==> config.mk <==
export PLATFORM = sky130hd
export DESIGN_NAME = atl_sqrt_cell
export DESIGN_NICKNAME = d
export VERILOG_FILES = /design/src/atl_pkg.sv /design/src/atl_sqrt_cell.sv
export SDC_FILE = /design/constraint.sdc
export NUM_CORES = 1
export LEC_CHECK = 0
export BUFFER_PORTS_ARGS = -buffer_cell sky130_fd_sc_hd__buf_2
export CAP_MARGIN = 20
export CELL_PAD_IN_SITES_DETAIL_PLACEMENT = 0
export CELL_PAD_IN_SITES_GLOBAL_PLACEMENT = 1
export CORE_AREA = 3 3 204 126
export CTS_CLUSTER_SIZE = 16
export DETAILED_ROUTE_END_ITERATION = 16
export DIE_AREA = 0 0 207 129
export PLACE_DENSITY = 0.78
export SYNTH_ARGS = -nofsm -noshare
export SYNTH_HDL_FRONTEND = slang
export SYNTH_SLANG_ARGS = --single-unit
==> constraint.sdc <==
create_clock -name clk -period 7 [get_ports clk]
set_input_delay 0.7 -clock clk [delete_from_list [all_inputs] [get_ports clk]]
set_output_delay 0.7 -clock clk [all_outputs]
set_load 0.005 [all_outputs]
==> src/atl_pkg.sv <==
// Package for the accelerometer tilt angle block: shared widths, constants,
// the CORDIC arctangent table and the structs passed between cells.
// No dependencies.
`default_nettype none

package atl_pkg;

    // Number of stages in the square root chain and in the CORDIC chain.
    localparam int SQRT_STEPS   = 28;
    localparam int CORDIC_STEPS = 29;

    // Width of the root remainder and partial root.
    localparam int SQRT_W   = 57;
    // Width of the CORDIC vector components.
    localparam int CORDIC_W = 48;
    // Width of the CORDIC angle accumulator.
    localparam int ACC_W    = 32;

    // Angle constants, in units of 0.01 degree / 65536.
    localparam logic signed [ACC_W-1:0] ANG_NINETY    = 32'sd589824000;
    localparam logic signed [ACC_W-1:0] ANG_HALF_TURN = 32'sd1179648000;
    localparam logic        [ACC_W-1:0] ANG_ROUND     = 32'd32768;

    // Midpoint angle in hundredths of a degree.
    localparam logic [15:0] ANGLE_MID = 16'd18000;

    // Reset value of the shock threshold.
    localparam logic [31:0] SHOCK_RESET = 32'd3221225472;

    // Register indexes on the configuration port.
    localparam logic REG_SHOCK = 1'b0;

    // Partial square root carried along the root chain.
    typedef struct packed {
        logic [SQRT_W-1:0] rem;
        logic [SQRT_W-1:0] res;
    } sqrt_vec_t;

    // Vector and accumulated angle carried along a CORDIC row.
    typedef struct packed {
        logic signed [CORDIC_W-1:0] x;
        logic signed [CORDIC_W-1:0] y;
        logic signed [ACC_W-1:0]    acc;
    } cordic_vec_t;

    // Per-request data that travels beside the arithmetic chains.
    typedef struct packed {
        logic               valid;
        logic               ok;
        logic               xpos;
        logic               ypos;
        logic signed [31:0] xz;
        logic signed [31:0] yz;
        logic [15:0]        ax;
        logic [15:0]        ay;
    } side_t;

    // Arctangent of 2^-i in angle units.
    function automatic logic [ACC_W-1:0] atan_entry(input int i);
        logic [ACC_W-1:0] v;
        case (i)
            0:       v = 32'd294912000;
            1:       v = 32'd174096719;
            2:       v = 32'd91987925;
            3:       v = 32'd46694507;
            4:       v = 32'd23437865;
            5:       v = 32'd11730358;
            6:       v = 32'd5866610;
            7:       v = 32'd2933484;
            8:       v = 32'd1466764;
            9:       v = 32'd733385;
            10:      v = 32'd366693;
            11:      v = 32'd183346;
            12:      v = 32'd91673;
            13:      v = 32'd45837;
            14:      v = 32'd22918;
            15:      v = 32'd11459;
            16:      v = 32'd5730;
            17:      v = 32'd2865;
            18:      v = 32'd1432;
            19:      v = 32'd716;
            20:      v = 32'd358;
            21:      v = 32'd179;
            22:      v = 32'd90;
            23:      v = 32'd45;
            24:      v = 32'd22;
            25:      v = 32'd11;
            26:      v = 32'd6;
            27:      v = 32'd3;
            28:      v = 32'd1;
            default: v = 32'd0;
        endcase
        return v;
    endfunction

endpackage

`default_nettype wire

==> src/atl_sqrt_cell.sv <==
// One stage of the restoring square root chain: resolves one root bit.
// Depends on atl_pkg.
`default_nettype none

module atl_sqrt_cell
    import atl_pkg::*;
#(
    parameter int K = 0
)(
    input  wire logic      clk,
    input  wire logic      en,
    input  wire sqrt_vec_t vin,
    output sqrt_vec_t      vout
);

    localparam logic [SQRT_W-1:0] BIT = SQRT_W'(1) << (2 * K);

    sqrt_vec_t        vec_reg;
    sqrt_vec_t        vec_next;
    logic [SQRT_W-1:0] trial;

    // Trial subtraction of the current root bit.
    always_comb
    begin
        trial = vin.res + BIT;
        if (vin.rem >= trial)
        begin
            vec_next.rem = vin.rem - trial;
            vec_next.res = (vin.res >> 1) + BIT;
        end
        else
        begin
            vec_next.rem = vin.rem;
            vec_next.res = vin.res >> 1;
        end
    end

    always_ff @(posedge clk)
    begin
        if (en)
        begin
            vec_reg <= vec_next;
        end
    end

    assign vout = vec_reg;

endmodule

`default_nettype wire

==> results of run 1 <==
Yosys cell counts (4+ instances only):
cell type | n | area, sq um
a21oi_1 | 60 | 300
nor2b_1 | 6 | 37.5
nor4_1 | 10 | 62.6
ha_1 | 59 | 738
o21a_1 | 6 | 45.0
xor2_1 | 77 | 674
a211oi_1 | 6 | 45.0
and2_1 | 8 | 50.1
a31oi_1 | 8 | 50.1
nand4_1 | 44 | 275
o31ai_1 | 11 | 82.6
nor4_2 | 7 | 87.6
o21ai_0 | 92 | 460
o31a_1 | 4 | 35.0
buf_2 | 16 | 80.1
and3_1 | 17 | 106
nor3_1 | 39 | 195
a21o_1 | 42 | 315
clkbuf_1 | 42 | 158
nor2_1 | 75 | 282
o21bai_1 | 13 | 97.6
nand2b_1 | 5 | 31.3
nand3_1 | 46 | 230
edfxtp_1 | 114 | 3420
xnor2_1 | 84 | 736
and4_1 | 4 | 35.0
or3_1 | 5 | 31.3
inv_1 | 32 | 120
nand2_1 | 157 | 589
kinds of logic after synthesis:
group	synth area share
and+or+nand+nor	0.213
AOI/OAI and AO/OA	0.174
xor gates and xnor gates	0.144
DFF	0.350
buffers and inverters	0.0405
adders and majority gates	0.0776
metrics by stage:
step | utilization | power (W) | instances
after detailed placement | 0.465 | 0.00159 | 1630
after global placement | 0.465 | 0.00160 | 1630
final | 0.493 | 0.00263 | 1662
after global routing | 0.493 | 0.00275 | 1661
after CTS | 0.493 | 0.00263 | 1661
after floorplan | - | 0.00130 | 1129
layout by cell type (no fill, tap or decap), drive strengths merged, types with 3 or more instances in the layout:
| master | count |
|---|---|
| nand4 | 44 |
| a21o | 42 |
| nor3 | 39 |
| ha | 59 |
| o21ai | 93 |
| clkinv | 4 |
| nand2b | 5 |
| a211oi | 6 |
| xor2 | 77 |
| o21bai | 13 |
| or3 | 5 |
| a31oi | 8 |
| nor2 | 75 |
| o21a | 6 |
| nor4 | 17 |
| inv | 34 |
| o31ai | 11 |
| and3 | 17 |
| clkbuf | 17 |
| bufinv | 6 |
| edfxtp | 114 |
| xnor2 | 84 |
| nand2 | 157 |
| and4 | 4 |
| buf | 241 |
| or2 | 4 |
| a2111oi | 3 |
| nor2b | 6 |
| a21oi | 60 |
| o31a | 4 |
| nand3 | 46 |
| and2 | 8 |
layer usage:
metal	part of all wire	GRT usage	wire, um	vias up
met5	0	0	0	-
met4	0.010	0.0542	392	0
met3	0.099	0.0755	3790	34
met2	0.37	0.367	14400	472
met1	0.52	0.456	19800	4607
li1	-	-	-	4513
power groups by stage:
stage | logic [W] | registers, W | clock network [W]
2_1_floorplan | 0.000403 | 0.000897 | 0
3_3_place_gp | 0.000705 | 0.000892 | 0
3_5_place_dp | 0.000702 | 0.000893 | 0
4_1_cts | 0.000708 | 0.000881 | 0.00104
5_1_grt | 0.000784 | 0.000888 | 0.00108
6_report | 0.000718 | 0.000881 | 0.00103
critical path, cell delays in order:
cell      delay [ns]
buf_2           0.22
ha_1            0.23
and3_1          0.20
and3_1          0.28
and3_1          0.32
nand4_1         0.18
nor2_1          0.55
nand2_1         0.34
nor3_2          0.43
nand2b_1        0.17
nor2_1          0.14
xnor2_1         0.09
ha_1            0.49
nand2_1         0.19
nor4_1          0.29
buf_4           0.19
nand4_1         0.18
o21ai_0         0.21
a21oi_1         0.08
inv_1           0.05
or3_1           0.16
o21a_1          0.27
buf_4           0.25
nand3_1         0.23
xnor2_1         0.19
worst max path at each step:
stage          startpoint         to  slack [ns]  depth (start not counted)
5_1_grt            vin[1]   vout[40]        0.18                         25
6_report           vin[1]   vout[40]        0.55                         25
2_1_floorplan      vin[1]   vout[37]        1.58                         26
3_5_place_dp       vin[1]   vout[40]        0.08                         25
4_1_cts            vin[1]   vout[40]        0.52                         25
3_3_place_gp       vin[1]  vout[110]        0.12                         25
layout make-up:
class                   count  share of cell area
diodes                      1            0.000211
clock buffers              17              0.0359
clock inverters            14              0.0199
inverters                  32              0.0101
multi-input cells         921               0.504
flip-flops and latches    114               0.289
well taps                 322              0.0340
repair buffers            241               0.107
==> run summary, run 1 <==
Gate power share: 0.273
Net count after synthesis: 1305
Vias in the first global route: 8762
Postcts setup bufs: 0
Max Fclk: 0.155 GHz
Input/output buffers: 229
Worst-path clk slew: 0.07 ns
NetSw: 0.000839 W
Tcrit/Tclk final: 0.922
Via density per instance: 5.79
Dpl ws: 0.0750 ns
DRT Wirelength: 38.3 mm
Top FF cell, synth: edfxtp_1
Crit Path Max Fanout: 13
WP data arrival: 6.64 ns
Worst-Margin Slew: 1.11 ns
Routed len/inst: 23.1 um
Overflow after GRT: 0
Net Sw Frac: 0.319
Setup TNS: 0 ns
Total Nets Final: 1503
HP Start: vin[100]
FF+latch area: 0.00342 sq mm
Initial Util: 0.407
Area growth syn-to-layout: 21.1%
Die height: 129 um
First-pass GRT wire length: 56.3 mm
Critical path endpoint category: register
Hold Path End: vout[100]
Worst vdd ir: 0.161 mV
CTS tree: built
PwrDens: 222 mW/mm^2
Fillers: 2379
CTS-repair resized insts: 0
Full die area: 0.0267 sq mm
Minimum clock period: 6.45 ns
Initial antenna violation count: 0
EDFF count, synth: 114
Drt first-iter violations: 1116
Worst Setup Start Kind: primary input
Leak pwr: 4.82 nW
Final hold violation count: 0
Hold depth: 3
Slew Viols, Final: 0
CP required: 7.18 ns
Hold slack: 0.562 ns
Multi-input logic area: 0.00597 sq mm
Post-synth ARST share: 0
Cell internal pwr: 0.00179 W
CTS root buf: clkbuf_16
Num Clock Sinks: 114
Finished Cell Area: 0.0118 sq mm
Outcome: finished clean
RSZ-0062 raised after global routing: false
Vias: 9626
Layout cells sized above 1: 0.214
Seq/Total Area, Yosys: 0.350
ANT nets after route: 0
Max Root-Sink Buffers: 2
Largest net degree at the start of global routing: 77
Post-route setup slack: 0.545 ns
Cell Area, Synth: 0.00977 sq mm
Drt drc: 0
Hold Buf Count CTS: 0
Rel. slew slack: 0.256
Num CTS Buffers: 17
Max reg flops: 114
Cell variety after synth: 59
Num rows: 44
Placed cell area: 0.0112 sq mm
Syn avg cell area: 8.66 sq um
# setup viols final: 0
H-tree levels: 4
Die width: 207 um
DR pass1 iterations: 6
HP Class: in2reg
DP HPWL: 30.8 mm
Sequential share of power: 0.335
Io pins: 230
Seq cells post-synth: 114
Core footprint: 0.0240 sq mm
Clk pwr share: 0.392
GPL Wtd Cong: 1.01
Post-synthesis cell count: 1129
Max Cap Viol: 0
Worst Path Class, Setup: in2reg
Synth warn: 0
Gr usage total: 0.282
Power figures use the tool's default switching activity.
==> inputs of run 2 (changes only) <==
Settings changed: CTS_BUF_LIST set to sky130_fd_sc_hd__clkbuf_16.
Clock period 7 ns to 6.8 ns, I/O delays scaled along.
==> run summary, run 2 (synthesis gave the netlist of run 1 again) <==
Outcome: finished clean (unchanged)
Vias: 9564 (was 9626)
Largest net degree at the start of global routing: 61 (was 77)
Fillers: 2384 (was 2379)
ANT cells: 0 (was 1)
Vias in the first global route: 8802 (was 8762)
Leak pwr: 4.80 nW (was 4.82 nW)
Post-route setup slack: 0.566 ns (was 0.545 ns)
Critical path endpoint category: register (unchanged)
Minimum clock period: 6.23 ns
Full die area: 0.0267 sq mm (unchanged)
# setup viols final: 0 (unchanged)
Setup TNS: 0 ns (unchanged)
RSZ-0062 raised after global routing: false (unchanged)
Core footprint: 0.0240 sq mm (unchanged)
First-pass GRT wire length: 56.0 mm (was 56.3 mm)
DRT Wirelength: 38.1 mm (was 38.3 mm)
Final core utilization: 0.491 (was 0.493)
Area growth syn-to-layout: 20.5% (was 21.1%)
Num CTS Buffers: 17 (unchanged)
Die width: 207 um (unchanged)
Layout cells sized above 1: 0.218 (was 0.214)
Worst-path clk slew: 0.06 ns (was 0.07 ns)
Cell breakdown of the critical path: buf_2 > ha_1 > and3_1 > and3_1 > and3_1 > nand4_1 > nor2_1 > nand2_1 > nor3_1 > nand2b_1 > nor2_1 > xnor2_1 > ha_1 > nand2_1 > nor4_2 > nand4_1 > o21ai_0 > a21oi_1 > inv_1 > or3_1 > o21ai_4 > buf_4 > nor3_1 > xor2_1
Input/output buffers: 229 (unchanged)
Total Nets Final: 1510 (was 1503)
Rel. slew slack: 0.283 (was 0.256)
Max Fclk: 0.160 GHz
CTS root buf: clkbuf_16 (unchanged)
CP required: 7.00 ns (was 7.18 ns)
HP Class: in2reg (unchanged)
Worst vdd ir: 0.158 mV (was 0.161 mV)
Die height: 129 um (unchanged)
HP Start: vin[93] (was vin[100])
Drt drc: 0 (unchanged)
Hold depth: 3 (unchanged)
Crit Path Max Fanout: 28 (was 13)
DR pass1 iterations: 5 (was 6)
Worst-Margin Slew: 1.07 ns (was 1.11 ns)
Final hold violation count: 0 (unchanged)
Io pins: 230 (unchanged)
Max Cap Viol: 0 (unchanged)
Overflow after GRT: 0 (unchanged)
Worst Path Class, Setup: in2reg (unchanged)
Tcrit/Tclk final: 0.917
GPL Wtd Cong: 0.984 (was 1.01)
Num rows: 44 (unchanged)
ANT nets after route: 0 (unchanged)
Leading cell type in the layout, fill and taps excluded: buf_2 (unchanged)
Max Root-Sink Buffers: 2 (unchanged)
PwrDens: 216 mW/mm^2 (was 222 mW/mm^2)
CTS tree: built (unchanged)
Num Clock Sinks: 114 (unchanged)
Dpl ws: 0.0399 ns (was 0.0750 ns)
Most frequent cells in the layout: buf_2 (228), nand2_1 (157), edfxtp_1 (114) (unchanged)
Via density per instance: 5.73 (was 5.79)
Hold Path End: vout[93] (was vout[100])
Slew Viols, Final: 0 (unchanged)
Initial antenna violation count: 2 (was 0)
Routed len/inst: 22.8 um (was 23.1 um)
Total power draw: 0.00254 W (was 0.00263 W)
WP data arrival: 6.43 ns (was 6.64 ns)
Worst Setup Start Kind: primary input (unchanged)
Critical path's largest stage delay: 0.57 ns (was 0.55 ns)
H-tree levels: 4 (unchanged)
Gr usage total: 0.280 (was 0.282)
Initial Util: 0.407 (unchanged)
Max reg flops: 114 (unchanged)
CP max-delay cell: nor3_1 (was nor2_1)
Drt first-iter violations: 1174 (was 1116)
Most frequent CP cell: and3_1 (unchanged)
DP HPWL: 30.9 mm (was 30.8 mm)
Postcts setup bufs: 0 (unchanged)
run 2: cell types whose count changed in the layout (fill, tap and decap cells not counted), sizes merged:
cell	previous run	this run
buf	241	248
diode	1	0
clkinv	4	7
bufinv	6	2
clkinvlp	2	4
run 2: per-stage QoR:
stage                     hold slack [ns]  instance area, sq um  instances
after detailed placement            0.997                 11200       1637
after floorplan                     0.792                  9770       1129
final                               0.553                 11800       1669
after global placement              0.982                 11200       1637
after global routing                0.554                 11800       1669
after CTS                           0.528                 11800       1669
run 2: how the worst max path moves through the flow:
stage	from	endpoint	cells past startpoint
2_1_floorplan	vin[1]	vout[37]	26
3_3_place_gp	vin[1]	vout[49]	23
3_5_place_dp	vin[1]	vout[19]	24
4_1_cts	vin[1]	vout[19]	24
5_1_grt	vin[1]	vout[21]	24
6_report	vin[1]	vout[36]	24
run 2: repair_timing:
item | in CTS | in global routing
hold buffers | 0 | 0
endpoints found under the setup margin | 0 | 26
gates resized for setup | 0 | 1
run 2: cell type report:
type                       count  area, sq um  share of cell area
multi-input combinational    921         5970               0.507
sequential                   114         3420               0.291
timing repair buffer         248         1290               0.110
clock buffer                  17          425              0.0361
tap                          322          403              0.0342
clock inverter                15          146              0.0124
inverter                      32          120              0.0102
run 2: critical path: cells and delay by family:
family                     cells  cell delay (ns)
adders and majority gates      2             0.73
and+or+nand+nor               14             3.57
buffers and inverters          3             0.54
xor gates and xnor gates       2             0.46
AOI/OAI and AO/OA              3             0.42
run 2: power by group:
| group | switching [W] | total [W] | internal (W) |
|---|---|---|---|
| Clock | 0.000363 | 0.000898 | 0.000534 |
| Combinational | 0.000463 | 0.000740 | 0.000277 |
| Sequential | 0.0000276 | 0.000906 | 0.000878 |
| Total | 0.000854 | 0.00254 | 0.00169 |
run 2: layer usage:
metal	wire length [um]	GRT usage
met5	23	0
met4	481	0.0582
met3	4290	0.0904
met2	14000	0.357
met1	19300	0.446
